$ cat config.mk
export PLATFORM = sky130hd
export DESIGN_NAME = markup_tag_strip_filter
export DESIGN_NICKNAME = d
export VERILOG_FILES = /design/src/hw/rtl/mtsf_pkg.sv /design/src/hw/rtl/markup_tag_strip_filter.sv
export SDC_FILE = /design/constraint.sdc
export NUM_CORES = 1
export LEC_CHECK = 0
export BUFFER_PORTS_ARGS = -buffer_cell sky130_fd_sc_hd__buf_2
export CAP_MARGIN = 20
export CORE_MARGIN = 2
export CORE_UTILIZATION = 35
export CTS_CLUSTER_SIZE = 30
export DETAILED_ROUTE_END_ITERATION = 8
export HOLD_SLACK_MARGIN = 0.06
export SYNTH_ARGS = -nofsm -noshare
export SYNTH_HDL_FRONTEND = slang
export SYNTH_SLANG_ARGS = --single-unit
$ cat constraint.sdc
create_clock -name i_clk -period 3.8 [get_ports i_clk]
set_input_delay 0 -clock i_clk [delete_from_list [all_inputs] [get_ports i_clk]]
set_output_delay 0 -clock i_clk [all_outputs]
set_load 0.01 [all_outputs]
$ cat src/hw/rtl/mtsf_pkg.sv
// Package with constants and helper functions of the markup tag strip filter.
package mtsf_pkg;

    localparam int TAG_MAX_DEF = 60;
    localparam int PREFIX_LEN  = 20;
    localparam int PFX_IW      = 5;

    localparam logic [7:0] CH_SP = 8'h20;
    localparam logic [7:0] CH_LT = 8'h3C;
    localparam logic [7:0] CH_GT = 8'h3E;

    // The sync prefix, already folded to lower case.
    function automatic logic [7:0] prefix_byte(input logic [PFX_IW-1:0] idx);
        logic [7:0] b;
        case (idx)
            5'd0:    b = "s";
            5'd1:    b = "y";
            5'd2:    b = "n";
            5'd3:    b = "c";
            5'd4:    b = " ";
            5'd5:    b = "t";
            5'd6:    b = "y";
            5'd7:    b = "p";
            5'd8:    b = "e";
            5'd9:    b = "=";
            5'd10:   b = 8'h22;
            5'd11:   b = "s";
            5'd12:   b = "t";
            5'd13:   b = "r";
            5'd14:   b = "o";
            5'd15:   b = "n";
            5'd16:   b = "g";
            5'd17:   b = "s";
            5'd18:   b = 8'h22;
            5'd19:   b = " ";
            default: b = 8'h00;
        endcase
        return b;
    endfunction

    function automatic logic [7:0] fold_case(input logic [7:0] c);
        logic [7:0] r;
        r = c;
        if (c inside {[8'h41:8'h5A]}) begin
            r = c + 8'd32;
        end
        return r;
    endfunction

    function automatic logic is_punct(input logic [7:0] c);
        return c inside {8'h20, 8'h2C, 8'h3B, 8'h2E, 8'h3F, 8'h21, 8'h29, 8'h27, 8'h22};
    endfunction

endpackage

$ cat src/hw/rtl/markup_tag_strip_filter.sv
// Top level of the markup tag strip filter: tag buffer, replay sequencer and output register.
//
//  channel | direction | handshake                 | payload
//  in      | input     | i_in_valid / o_in_ready   | i_in_char, i_in_last
//  out     | output    | o_out_valid / i_out_ready | o_out_char, o_char_valid, o_run_last,
//          |           |                           | o_text_end
//  cfg     | input     | i_cfg_valid / o_cfg_ready | i_cfg_data (show_tags)
//
// A byte inside a tag that is not the last causes no result, and the block is ready again
// in the next cycle. Otherwise each result is a step of the sequencer, and no new byte is
// taken until the last step is done: a held space may go out with a plain byte, and a kept
// tag goes out as <, its N buffered bytes and >, after any held space.
// Replayed tag bytes come from the single tag buffer read port, one per cycle when not stalled.
// Reset is synchronous and active low; the tag buffer is not cleared.
// A stall on the output holds the sequencer in its step until the output register drains.
module markup_tag_strip_filter #(
    parameter int TAG_MAX = mtsf_pkg::TAG_MAX_DEF
) (
    input  logic       i_clk,
    input  logic       i_rst_n,
    input  logic       i_in_valid,
    output logic       o_in_ready,
    input  logic [7:0] i_in_char,
    input  logic       i_in_last,
    output logic       o_out_valid,
    input  logic       i_out_ready,
    output logic [7:0] o_out_char,
    output logic       o_char_valid,
    output logic       o_run_last,
    output logic       o_text_end,
    input  logic       i_cfg_valid,
    output logic       o_cfg_ready,
    input  logic       i_cfg_data
);

    localparam int AW = $clog2(TAG_MAX);
    localparam int LW = $clog2(TAG_MAX + 1);

    typedef enum logic [7:0] {
        S_IDLE = 8'b0000_0001,
        S_PRE  = 8'b0000_0010,
        S_LT   = 8'b0000_0100,
        S_BUF  = 8'b0000_1000,
        S_GT   = 8'b0001_0000,
        S_CHR  = 8'b0010_0000,
        S_POST = 8'b0100_0000,
        S_BARE = 8'b1000_0000
    } t_state;

    function automatic t_state next_step(input logic [6:0] plan);
        logic [6:0] low;
        low = plan & (~plan + 7'd1);
        return (plan == 7'd0) ? S_IDLE : t_state'({low, 1'b0});
    endfunction

    t_state      r_state, n_state;
    logic [6:0]  r_plan, n_plan;
    logic        r_end, n_end;
    logic        r_show;
    logic        r_in_tag, n_in_tag;
    logic [LW-1:0] r_tag_len, n_tag_len;
    logic        r_pm, n_pm;
    logic        r_held, n_held;
    logic        r_ad, n_ad;
    logic [LW-1:0] r_idx, n_idx;
    logic [LW-1:0] r_rep_len, n_rep_len;
    logic [7:0]  r_char, n_char;
    logic [7:0]  r_rd_data;
    logic [7:0]  r_mem [TAG_MAX];
    logic        r_ov, n_ov;
    logic [7:0]  r_oc, n_oc;
    logic        r_ocv, n_ocv;
    logic        r_orl, n_orl;
    logic        r_ote, n_ote;

    logic        accept;
    logic        slot_free;
    logic        wr_en;
    logic [AW-1:0] rd_addr;
    logic [6:0]  rem;
    logic        p_pre, p_tag, p_chr, held_a, match;
    logic [7:0]  e_char;
    logic        e_cv;

    assign o_in_ready  = (r_state == S_IDLE);
    assign o_cfg_ready = 1'b1;
    assign accept      = i_in_valid && o_in_ready;
    assign slot_free   = !r_ov || i_out_ready;
    assign wr_en       = accept && (i_in_char != mtsf_pkg::CH_LT) && r_in_tag
                         && (i_in_char != mtsf_pkg::CH_GT) && (r_tag_len < LW'(TAG_MAX));
    assign match       = r_pm && (r_tag_len >= LW'(mtsf_pkg::PREFIX_LEN));

    always_comb begin
        n_state   = r_state;
        n_plan    = r_plan;
        n_end     = r_end;
        n_in_tag  = r_in_tag;
        n_tag_len = r_tag_len;
        n_pm      = r_pm;
        n_held    = r_held;
        n_ad      = r_ad;
        n_idx     = r_idx;
        n_rep_len = r_rep_len;
        n_char    = r_char;
        n_ov      = r_ov && !i_out_ready;
        n_oc      = r_oc;
        n_ocv     = r_ocv;
        n_orl     = r_orl;
        n_ote     = r_ote;
        rem       = 7'd0;
        p_pre     = 1'b0;
        p_tag     = 1'b0;
        p_chr     = 1'b0;
        held_a    = r_held;
        e_char    = 8'h00;
        e_cv      = 1'b1;
        case (r_state)
            S_IDLE: begin
                if (accept) begin
                    if (i_in_char == mtsf_pkg::CH_LT) begin
                        n_in_tag  = 1'b1;
                        n_tag_len = '0;
                        n_pm      = 1'b1;
                        n_ad      = 1'b0;
                    end else if (r_in_tag && i_in_char == mtsf_pkg::CH_GT) begin
                        n_in_tag = 1'b0;
                        if (match && !r_show) begin
                            n_ad = 1'b1;
                        end else begin
                            p_pre     = r_held;
                            held_a    = 1'b0;
                            n_ad      = 1'b0;
                            p_tag     = 1'b1;
                            n_rep_len = r_tag_len;
                        end
                    end else if (r_in_tag) begin
                        if (r_tag_len < LW'(TAG_MAX)) begin
                            if (r_tag_len < LW'(mtsf_pkg::PREFIX_LEN) &&
                                mtsf_pkg::fold_case(i_in_char) !=
                                mtsf_pkg::prefix_byte(r_tag_len[mtsf_pkg::PFX_IW-1:0])) begin
                                n_pm = 1'b0;
                            end
                            n_tag_len = r_tag_len + LW'(1);
                        end
                    end else begin
                        p_pre  = r_held && !(r_ad && mtsf_pkg::is_punct(i_in_char));
                        n_ad   = 1'b0;
                        held_a = (i_in_char == mtsf_pkg::CH_SP);
                        p_chr  = !held_a;
                        n_char = i_in_char;
                    end
                    n_held = held_a;
                    rem = {1'b0, i_in_last && held_a, p_chr, p_tag, p_tag && n_rep_len != '0,
                           p_tag, p_pre};
                    if (i_in_last) begin
                        n_in_tag  = 1'b0;
                        n_tag_len = '0;
                        n_pm      = 1'b1;
                        n_held    = 1'b0;
                        n_ad      = 1'b0;
                        if (rem == 7'd0) begin
                            rem = 7'b100_0000;
                        end
                    end
                    n_plan  = rem;
                    n_end   = i_in_last;
                    n_state = next_step(rem);
                end
            end
            default: begin
                case (r_state)
                    S_PRE:  e_char = mtsf_pkg::CH_SP;
                    S_LT:   e_char = mtsf_pkg::CH_LT;
                    S_BUF:  e_char = r_rd_data;
                    S_GT:   e_char = mtsf_pkg::CH_GT;
                    S_CHR:  e_char = r_char;
                    S_POST: e_char = mtsf_pkg::CH_SP;
                    default: begin
                        e_char = 8'h00;
                        e_cv   = 1'b0;
                    end
                endcase
                if (r_state == S_BUF && r_idx + LW'(1) != r_rep_len) begin
                    rem = r_plan;
                end else begin
                    rem = r_plan & ~r_state[7:1];
                end
                if (slot_free) begin
                    n_ov    = 1'b1;
                    n_oc    = e_char;
                    n_ocv   = e_cv;
                    n_orl   = (rem == 7'd0);
                    n_ote   = (rem == 7'd0) && r_end;
                    n_plan  = rem;
                    n_state = next_step(rem);
                    if (r_state == S_LT) begin
                        n_idx = '0;
                    end else if (r_state == S_BUF) begin
                        n_idx = r_idx + LW'(1);
                    end
                end
            end
        endcase
    end

    assign rd_addr = (n_idx < LW'(TAG_MAX)) ? n_idx[AW-1:0] : '0;

    always_ff @(posedge i_clk) begin
        if (!i_rst_n) begin
            r_state   <= S_IDLE;
            r_plan    <= '0;
            r_end     <= 1'b0;
            r_show    <= 1'b0;
            r_in_tag  <= 1'b0;
            r_tag_len <= '0;
            r_pm      <= 1'b1;
            r_held    <= 1'b0;
            r_ad      <= 1'b0;
            r_idx     <= '0;
            r_ov      <= 1'b0;
        end else begin
            r_state   <= n_state;
            r_plan    <= n_plan;
            r_end     <= n_end;
            r_in_tag  <= n_in_tag;
            r_tag_len <= n_tag_len;
            r_pm      <= n_pm;
            r_held    <= n_held;
            r_ad      <= n_ad;
            r_idx     <= n_idx;
            r_ov      <= n_ov;
            if (i_cfg_valid && o_cfg_ready) begin
                r_show <= i_cfg_data;
            end
        end
    end

    always_ff @(posedge i_clk) begin
        r_rep_len <= n_rep_len;
        r_char    <= n_char;
        r_oc      <= n_oc;
        r_ocv     <= n_ocv;
        r_orl     <= n_orl;
        r_ote     <= n_ote;
        if (wr_en) begin
            r_mem[r_tag_len[AW-1:0]] <= i_in_char;
        end
        r_rd_data <= r_mem[rd_addr];
    end

    assign o_out_valid  = r_ov;
    assign o_out_char   = r_oc;
    assign o_char_valid = r_ocv;
    assign o_run_last   = r_orl;
    assign o_text_end   = r_ote;

endmodule

=== After elaboration in Yosys (flattened, before gate mapping) ===
Memory sizes are Yosys's and may differ from the RTL's. A register that Yosys moved wholly into a read port is not among the register bits.
Cells that the tools add are included.

* Bits in writable memories: 480
* Input bits: 15
* Bits in read-only memories: 224
* Bits in registers: 59
* Output and inout port bits: 14
* Logic and storage cells: 195
* Memories: 2

{| class="wikitable"
|+ Memories
! name !! words !! bits a word !! rd ports !! clocked after Yosys merged registers in !! wr ports !! RTL line !! source
|-
| r_mem || 60 || 8 || 1 || 1 || 1 || markup_tag_strip_filter.sv:69 || <nowiki>logic [7:0] r_mem [TAG_MAX];</nowiki>
|-
| (no name shown) || 32 || 7 || 1 || 1 || 0 || mtsf_pkg.sv:15 || <nowiki>case (idx)</nowiki>
|}

* Order comparisons: 6
* Mux-type cells: 87
* Bitwise gates (word level): 10
* Reduce and logical (&&, ||, !) cells: 43
* Equality and inequality tests: 25
* Add/subtract/negate cells: 5

{| class="wikitable"
|+ Operators by type and width
! cell !! number
|-
| 2-to-1 mux 8 bit || 18
|-
| == test 8 x 6 -> 1 bit, second input constant || 12
|-
| 2-to-1 mux 6 bit || 15
|-
| 2-to-1 mux 7 bit || 9
|-
| 2-to-1 mux 1 bit || 42
|-
| case mux 8 bit (5 select lines) || 1
|-
| bitwise AND 7 bit || 3
|-
| inverter 7 bit || 3
|-
| logical AND 1 bit || 17
|-
| != test 8 x 6 -> 1 bit, second input constant || 2
|-
| adder 7 x 1 -> 7 bit, second input constant || 2
|-
| logical NOT 7 bit || 2
|-
| adder 6 x 1 -> 6 bit, second input constant || 2
|-
| < comparator 6 bit, second input constant || 2
|-
| nonzero test 3 bit || 4
|-
| 2-to-1 mux 5 bit || 2
|-
| AND reduction 5 bit || 2
|-
| nonzero test 9 bit || 1
|-
| adder 8 x 6 -> 8 bit, second input constant || 1
|-
| == test 8 x 1 -> 1 bit, second input constant || 1
|-
| == test 8 x 2 -> 1 bit, second input constant || 1
|-
| == test 8 x 3 -> 1 bit, second input constant || 1
|-
| == test 8 x 4 -> 1 bit, second input constant || 1
|-
| == test 8 x 5 -> 1 bit, second input constant || 1
|-
| other kinds (21) || 31
|}

=== Longest topological paths before layout ===
Gate-level depths: netlist of the first run.

* Depth after elaboration: 21
* Gate-level depth with buffers: 16
* Depth with buffers taken out: 15

=== Least setup slack after synthesis of the first run ===
OpenSTA, ideal clock, no wires.

* Path type: register to register
* From: register r_state[5]
* To: register r_rd_data[2] (read register of r_mem)
* Clock period less this slack: 3.365 ns
* Data required time: 3.674 ns
* Data arrival time: 3.239 ns
* Stages on the path, launching flop included: 13
* Setup time: 0.126 ns
* Buffers on the path: 3
* Path slack: 0.435 ns
* Cells stage by stage: dfxtp_1 buf_2 or4b_4 nor4_4 a21boi_2 o221a_4 or4_1 clkbuf_1 buf_2 a222oi_1 mux2i_1 o22ai_1 nor4b_1

* Word-level cells in the longest chain between the ends: 7
* Elaborated cells on any way between the ends: 9
* Classes of those cells: order compare (1); eq/ne (3); mux (5)

{| class="wikitable"
|+ RTL lines
! element !! RTL line !! source
|-
| start, declared || markup_tag_strip_filter.sv:56 || <nowiki>t_state r_state, n_state;</nowiki>
|-
| start signal, assigned || markup_tag_strip_filter.sv:222 || <nowiki>r_state <= n_state;</nowiki>
|-
| == test 8 x 4 -> 1 bit || markup_tag_strip_filter.sv:198 || <nowiki>end else if (r_state == S_BUF) begin</nowiki>
|-
| 2-to-1 mux 6 bit || markup_tag_strip_filter.sv:198 ||
|-
| 2-to-1 mux 6 bit || markup_tag_strip_filter.sv:196 || <nowiki>if (r_state == S_LT) begin</nowiki>
|-
| 2-to-1 mux 6 bit || markup_tag_strip_filter.sv:188 || <nowiki>if (slot_free) begin</nowiki>
|-
| 2-to-1 mux 6 bit * || markup_tag_strip_filter.sv:117 || <nowiki>case (r_state)</nowiki>
|-
| < comparator 6 bit || markup_tag_strip_filter.sv:206 || <nowiki>assign rd_addr = (n_idx < LW'(TAG_MAX)) ? n_idx[AW-1:0] : '0;</nowiki>
|-
| 2-to-1 mux 6 bit * || markup_tag_strip_filter.sv:206 ||
|-
| end, declared || markup_tag_strip_filter.sv:68 || <nowiki>logic [7:0] r_rd_data;</nowiki>
|}

Mark *: on every way between the ends. The rest lies on a longest branch, timed or not.
A chain may end at the register's enable or synchronous reset.

=== Worst setup path after layout of the first run ===
* From: register r_state[0]
* To: register r_rd_data[7] (read register of r_mem)

The elaborated chain is that of the path after synthesis.

==> key figures, run 1 <==
Run status
  – Status: finished clean

Clock network
  – H-tree lvl count: 2
  – TritonCTS clock tree: built
  – Clock transition at path regs: 0.07 ns
  – Clk root buf: clkbuf_16
  – Later-pin clock latency in the skew report: 0.62 ns
  – Clk buf depth: 3
  – CTS Buf Count: 54
  – CTS sink count: 554

Setup path
  – Setup crit end kind: flop
  – R2R setup slack: 0.1 ns
  – CP Class: reg2reg
  – CP Max Fanout: 40
  – CP startpoint kind: flop
  – Critical path data arrival time: 4.18 ns
  – Critical Path RT: 4.28 ns

Floorplanning
  – Vert. Die Dim: 261 um
  – Die Area: 68200 sq um
  – Initial Utilization: 35.3%
  – Ports: 29
  – Number of core rows: 94
  – Core area: 65600 sq um
  – Chip Width: 261 um

Routing
  – Via density: 5.52
  – DR vias: 15400
  – Post-DRT Antenna Nets: 0
  – WL/cell: 23.3 um
  – Drt pass-1 iters: 6
  – Starting DRT DRC Count: 1840
  – Final WL: 65.0 mm
  – Residual DRC: 0

STA
  – Setup Skew: 0.0229 ns
  – RSZ-0062 raised after global routing: true
  – Slew HR: 38.8%
  – Final period utilization: 97.4%
  – Fmax achieved: 270 MHz
  – Endpoints failing hold: 0
  – Worst slew pin tran: 0.918 ns
  – Fin crit period: 3.70 ns
  – Final setup viols: 0
  – Pins Over Slew Limit: 0

Place
  – GP Congestion: 0.926
  – Final HPWL DP: 42.7 mm
  – Port Buf Inserts: 27

Logic synthesis
  – Top cells by area, synth: edfxtp_1 66%, dfxtp_1 4.2%, mux2i_1 4.0%, nand2_1 2.9%, nor2_1 2.3%
  – Mapped Area: 23100 sq um
  – Share of async-settable or async-resettable flops after synthesis: 0%
  – Syn nets: 1732
  – Post-synth top area share: 65.5%
  – Yosys cell types: 79
  – Synth warn: 0
  – Predominant post-synthesis flop cell: edfxtp_1
  – Synth area leader: edfxtp_1
  – Cells after synthesis: 1708
  – EDFF count, synth: 505
  – Register bit total from synthesis: 554
  – Syn Area/Cell: 13.6 sq um
  – Sequential area share after synthesis: 69.8%

Final layout
  – Area delta synth->final: 19.2%
  – Post-Route Utilization: 42.0%
  – Nets: 1903
  – Proportion of layout cells with a drive suffix above 1: 17.6%

GRT
  – Largest net degree at the start of global routing: 67
  – Vias in the first global route: 14900
  – GRT Total Usage: 18.9%
  – Antenna violations before repair: 1
  – First-pass GRT wire length: 95.8 mm
  – GRT overflow: 0

Power and ir drop
  – Power consumption: 14.0 mW
  – Leakage: 9.76 nW
  – PD cells: 508 nW/um^2
  – VDD IR max: 0.000372 V

Min path
  – Type of the most critical hold path: in2reg

Job
  – Max cap viols: 0
==> flip-flops by register name, summed over array words and instances, names as in the netlist, named ones only <==
| register | flops |
|---|---|
| o_char_valid | 1 |
| o_out_char | 8 |
| o_out_valid | 1 |
| o_run_last | 1 |
| o_text_end | 1 |
| r_ad | 1 |
| r_char | 8 |
| r_end | 1 |
| r_held | 1 |
| r_idx | 6 |
| r_in_tag | 1 |
| r_mem | 480 |
| r_plan | 7 |
| r_pm | 1 |
| r_rd_data | 8 |
| r_rep_len | 6 |
| r_show | 1 |
| r_state | 8 |
| r_tag_len | 6 |
==> cells in the final DEF (no fill, tap or decap), types with 12 or more instances in the layout <==
cell	synthesis	final
o21ai_0	45	41
clkbuf_16	0	55
nor3b_1	13	13
o211ai_1	24	24
nor3_1	34	32
edfxtp_1	505	505
a311oi_1	28	28
nand2_1	181	179
a31oi_1	17	15
o22ai_1	30	23
buf_12	0	12
or3_1	26	26
bufinv_16	0	12
inv_1	24	24
nor2_1	144	143
xnor2_1	13	13
buf_4	5	166
a21oi_1	49	49
a22oi_1	41	41
o221ai_1	19	19
dfxtp_1	49	49
nand3_1	32	32
nand2b_1	30	30
nor2b_1	12	12
nor4_1	24	24
mux2i_1	93	93
buf_2	27	27
dlygate4sd3_1	0	13
==> repair_timing <==
item,CTS,global route
hold buffers,13,0
endpoints found under the setup margin,5,8
setup buffers,0,1
endpoints found under the hold margin,135,0
pin swaps,0,4
resized for setup,7,20
==> cell families after synthesis <==
kind of cell             Yosys count  share of synthesized area [%]
flip-flops                       554                           69.8
adder cells (fa/ha/maj)            9                          0.487
XOR/XNOR                          18                          0.681
other                              1                         0.0162
buffers and inverters            128                           2.34
multiplexers                      99                           4.31
AO/OA/AOI/OAI                    355                           11.2
AND/OR/NAND/NOR                  544                           11.3
==> cells in the mapped netlist, drive strengths merged, types with 12 or more instances <==
master and number:
o211ai 24, clkbuf 62, mux2i 93, nand3 32, o221ai 19, a21oi 50
inv 24, a31oi 17, nor2b 12, nor2 145, nand2 181, xnor2 13
o22ai 30, o21ai 48, a22oi 41, or3 26, nor3b 14, nand2b 30
nor4 25, buf 41, edfxtp 505, a2111oi 19, a311oi 28, dfxtp 49
nor3 34
==> through the flow <==
step	instances	setup slack (ns)	instance area [sq um]	hold slack (ns)	TNS, ns
floorplan	1708	0.435	23100	0.0989	0
global placement	2673	-0.0172	25400	0.262	-0.0172
detailed placement	2673	-0.141	25400	0.267	-0.193
CTS	2787	0.0237	27500	0.0836	0
global route	2788	-0.00287	27600	0.0900	-0.00287
finish	2789	0.0973	27600	0.111	0
==> where the power goes <==
part           total (mW)  internal (mW)  switching (mW)
registers            6.93           6.85          0.0766
logic                1.31          0.456           0.855
clock network        5.77           3.46            2.31
total                14.0           10.8            3.24
==> critical path, cell delays in order (launching register included) <==
cell      delay (ns)
dfxtp_1         0.38
or4b_4          0.55
nor4_4          0.26
buf_4           0.18
a21boi_2        0.07
o221a_4         0.33
or4_1           0.57
buf_12          0.21
a222oi_1        0.40
mux2i_1         0.21
o22ai_2         0.30
nor4b_1         0.11
==> path summary, 6_finish.rpt <==
kind                                         startpoint               endpoint  depth (start not counted)
worst max-delay path            r_state[0]$_SDFFE_PN1P_   r_rd_data[7]$_DFF_P_                         11
worst min-delay path                       i_in_char[6]  r_mem[2][6]$_DFFE_PP_                          2
worst max register to register  r_state[0]$_SDFFE_PN1P_   r_rd_data[7]$_DFF_P_                         11
worst min register to register        r_pm$_SDFFE_PN1P_      r_pm$_SDFFE_PN1P_                          2
==> cell type report <==
cell class                      count  area [sq um]
Fill cell                        6004         38000
Clock buffer                       60          1400
Clock inverter                     41           518
Tap cell                          864          1080
Antenna cell                        1          2.50
Multi-Input combinational cell   1026          6600
Sequential cell                   554         16100
Inverter                           25          93.8
Timing Repair Buffer              218          1750
==> routing by layer <==
| metal | wire (um) | vias up | global-route usage [%] |
|---|---|---|---|
| met5 | 0 | - | 0 |
| met4 | 2510 | 0 | 7.73 |
| met2 | 30300 | 633 | 30.4 |
| met3 | 4680 | 113 | 3.75 |
| met1 | 27500 | 7687 | 25.1 |
| li1 | - | 6960 | - |
Note: power is estimated with default switching activity, not from simulation.
==> run 2, diff against run 1 <==
Settings changed: ABC_AREA set to 1.
==> run 2 against run 1 <==
Wire length increased by 4.2%. Clock-buffer cell count rose by 12. Synthesized cell count up 39%. Power rose by 15%. Largest cell class unchanged. Final area rose by 1.5%. Highest routed layer unchanged. Setup slack improved by 0.26 ns. Critical endpoint unchanged.
==> key figures, run 2 <==
Run status
  – Status: finished clean

Floorplanning
  – Ports: 29 (unchanged)
  – Number of core rows: 97 (+3.2%)
  – Vert. Die Dim: 269 um (+3.1%)
  – Chip Width: 269 um (+3.1%)
  – Die Area: 72500 sq um (+6.3%)
  – Core area: 69800 sq um (+6.3%)
  – Initial Utilization: 35.3% (about the same)

Setup path
  – Max incr delay on CP: 0.58 ns (about the same)
  – CP Class: reg2reg
  – Critical path data arrival time: 3.95 ns (-0.23 ns)
  – Setup crit end kind: flop
  – CP startpoint kind: flop
  – Crit-path most repeated cell: nand2_1
  – Critical Path RT: 4.31 ns (+0.03 ns)
  – Slowest CP cell: inv_1
  – Critical path cell sequence: nor2_1 > nand2_4 > nor2_4 > nand2_1 > nand4_1 > nand2_1 > nand3_4 > nand2_8 > inv_1 > buf_4 > nand2_1 > nand3_1 > nand3_1 > nand3_1 > nand2_1 > nand3_1 > nand2_1
  – CP Max Fanout: 34 (-15%)

Place
  – Final HPWL DP: 41.6 mm (-2.7%)
  – Port Buf Inserts: 27 (unchanged)
  – Dpl cells: 3306 (+24%)
  – GP Congestion: 0.868 (-6.2%)

STA
  – Slew HR: 37.2% (-1.7 points)
  – Worst slew pin tran: 0.943 ns (+0.0250 ns)
  – Final setup viols: 0 (unchanged)
  – Setup Skew: 0.0174 ns (-0.00553 ns)
  – Post-Route Setup TNS: 0 ns (unchanged)
  – RSZ-0062 raised after global routing: false
  – Endpoints failing hold: 0 (unchanged)
  – Fmax achieved: 291 MHz (+7.7%)
  – Pins Over Slew Limit: 0 (unchanged)
  – Fin crit period: 3.44 ns (-0.265 ns)
  – Final period utilization: 90.5% (-7.0 points)

Logic synthesis
  – Register bit total from synthesis: 554 (unchanged)
  – Synth warn: 0 (unchanged)
  – Compound-gate portion of the synthesized area: 4.30% (-6.9 points)
  – Post-synthesis mux area share: 0% (-4.3 points)
  – Predominant post-synthesis flop cell: edfxtp_1
  – Simple-Gate Fraction of Synth Area: 22.8% (+12 points)
  – Post-synthesis xor/xnor area fraction: 0.249% (-0.43 points)
  – EDFF count, synth: 505 (unchanged)
  – Top cells by area, synth: edfxtp_1 62%, nand3_1 8.2%, nor2_1 5.5%, nand2_1 5.2%, dfxtp_1 4.0%
  – Sequential area share after synthesis: 65.6% (-4.2 points)
  – Mapped Area: 24600 sq um (+6.4%)
  – Cells after synthesis: 2376 (+39%)
  – Share of async-settable or async-resettable flops after synthesis: 0% (unchanged)
  – Top-count cell post-synth: edfxtp_1
  – Yosys cell types: 49 (-38%)
  – Synth Area in Adders: 0.457% (-0.029 points)
  – Synth area leader: edfxtp_1
  – Main combinational cell family by area after synthesis: simple AND/OR/NAND/NOR gates
  – Post-synth top area share: 61.6% (-3.9 points)
  – Syn nets: 2400 (+39%)
  – Syn Area/Cell: 10.4 sq um (-24%)
  – Post-synth top cells: 505 x edfxtp_1, 402 x nand3_1, 360 x nor2_1

Final layout
  – Area delta synth->final: 13.7%
  – Max FFs per register: 480 (unchanged)
  – Nets: 2458 (+29%)
  – Proportion of layout cells with a drive suffix above 1: 9.23% (-8.4 points)
  – Antenna diodes: 0 (-1)
  – Commonest non-fill, non-tap cell in the layout: edfxtp_1
  – Most frequent cells in the layout: 505 x edfxtp_1, 402 x nand3_1, 360 x nor2_1
  – Fin cells: 3421 (+23%)

Clock network
  – Clk root buf: clkbuf_16
  – Clk buf depth: 3 (unchanged)
  – Cts-stage hold buffer count: 10 (-3)
  – # resized after CTS: 0 (-7)
  – TritonCTS clock tree: built
  – CTS sink count: 554 (unchanged)
  – Post CTS Setup Buffer Count: 0 (unchanged)
  – H-tree lvl count: 2 (unchanged)
  – Later-pin clock latency in the skew report: 0.62 ns (about the same)
  – Clock transition at path regs: 0.06 ns (about the same)
  – CTS Buf Count: 56 (+3.7%)

GRT
  – Antenna violations before repair: 2 (+1)
  – GRT Total Usage: 18.5% (-0.43 points)
  – First-pass GRT wire length: 104 mm (+8.3%)
  – GRT overflow: 0 (unchanged)
  – Vias in the first global route: 17100 (+15%)
  – Largest net degree at the start of global routing: 159 (+140%)

Routing
  – DR vias: 17500 (+14%)
  – Final WL: 67.8 mm (+4.2%)
  – WL/cell: 19.8 um (-15%)
  – Starting DRT DRC Count: 1830 (-0.54%)
  – Drt pass-1 iters: 6 (unchanged)
  – Post-DRT Antenna Nets: 0 (unchanged)
  – Via density: 5.12 (-7.2%)
  – Residual DRC: 0 (unchanged)

Power and ir drop
  – Leakage: 10.6 nW (+8.8%)
  – PD cells: 573 nW/um^2 (+13%)
  – VDD IR max: 0.000316 V (-15%)

Job
  – Max cap viols: 0 (unchanged)

Min path
  – Type of the most critical hold path: in2reg
-- run 2: changes by cell type after synthesis, moves of 30 or more --
cell	change
nand3_1	+370
inv_1	+229
nor2_1	+216
nand2_1	+158
mux2i_1	-93
nand3b_1	+78
o21ai_0	+54
a22oi_1	-40
nand2b_1	-30
-- run 2: final cells by class --
| type | instances | area [sq um] |
|---|---|---|
| Multi-Input combinational cell | 1437 | 6900 |
| Tap cell | 940 | 1180 |
| Timing Repair Buffer | 119 | 926 |
| Inverter | 266 | 1000 |
| Fill cell | 6645 | 41800 |
| Clock inverter | 33 | 344 |
| Clock buffer | 72 | 1510 |
| Sequential cell | 554 | 16100 |
-- run 2: routing by layer --
| layer | track usage (%) | vias up | share of wire (%) |
|---|---|---|---|
| met3 | 3.46 | 127 | 7.1 |
| met1 | 24.7 | 8498 | 43 |
| met2 | 29.8 | 657 | 46 |
| li1 | - | 8235 | - |
| met4 | 7.16 | 0 | 3.8 |
| met5 | 0 | - | 0 |
-- run 2: worst paths after layout --
path	end	slack, ns	cells after the start	from
worst max-delay path	r_rd_data[7]$_DFF_P_	0.36	17	r_state[7]$_SDFFE_PN0P_
worst max register to register	r_rd_data[7]$_DFF_P_	0.36	17	r_state[7]$_SDFFE_PN0P_
worst min register to register	r_pm$_SDFFE_PN1P_	0.44	2	r_pm$_SDFFE_PN1P_
worst min-delay path	r_char[4]$_DFFE_PP_	0.11	2	i_in_char[4]
-- run 2: power by group --
group          leakage, nW  internal [mW]  switching [mW]
Combinational         4.76          0.948            2.36
Clock                0.901           3.28            2.34
Sequential            4.96           6.94           0.176
-- run 2: logic make-up (layout without fill, tap and decap cells) --
kind of cell | after synthesis | count (layout)
simple gates | 1231 | 1231
fa+ha+maj | 9 | 9
compound gates | 189 | 189
xor+xnor | 7 | 7
other cells | 1 | 1
flops | 554 | 554
buf+inv | 385 | 490
-- run 2: critical path, delay by kind of cell, from the launching register on --
| family | cells | cell delay [ns] |
|---|---|---|
| buffers and inverters | 2 | 0.86 |
| flip-flops | 1 | 0.32 |
| AND/OR/NAND/NOR | 15 | 2.13 |
-- run 2: metrics by stage --
stage	utilization (%)	area [sq um]	hold slack, ns	total power [mW]	setup slack [ns]
detailed placement	37.3	26000	0.202	10.5	0.434
finish	40.1	28000	0.109	16.0	0.362
floorplan	-	24600	0.0943	9.34	1.29
CTS	40.1	28000	0.0866	16.1	0.405
global route	40.1	28000	0.0958	16.7	0.155
global placement	37.3	26000	0.192	10.5	0.460
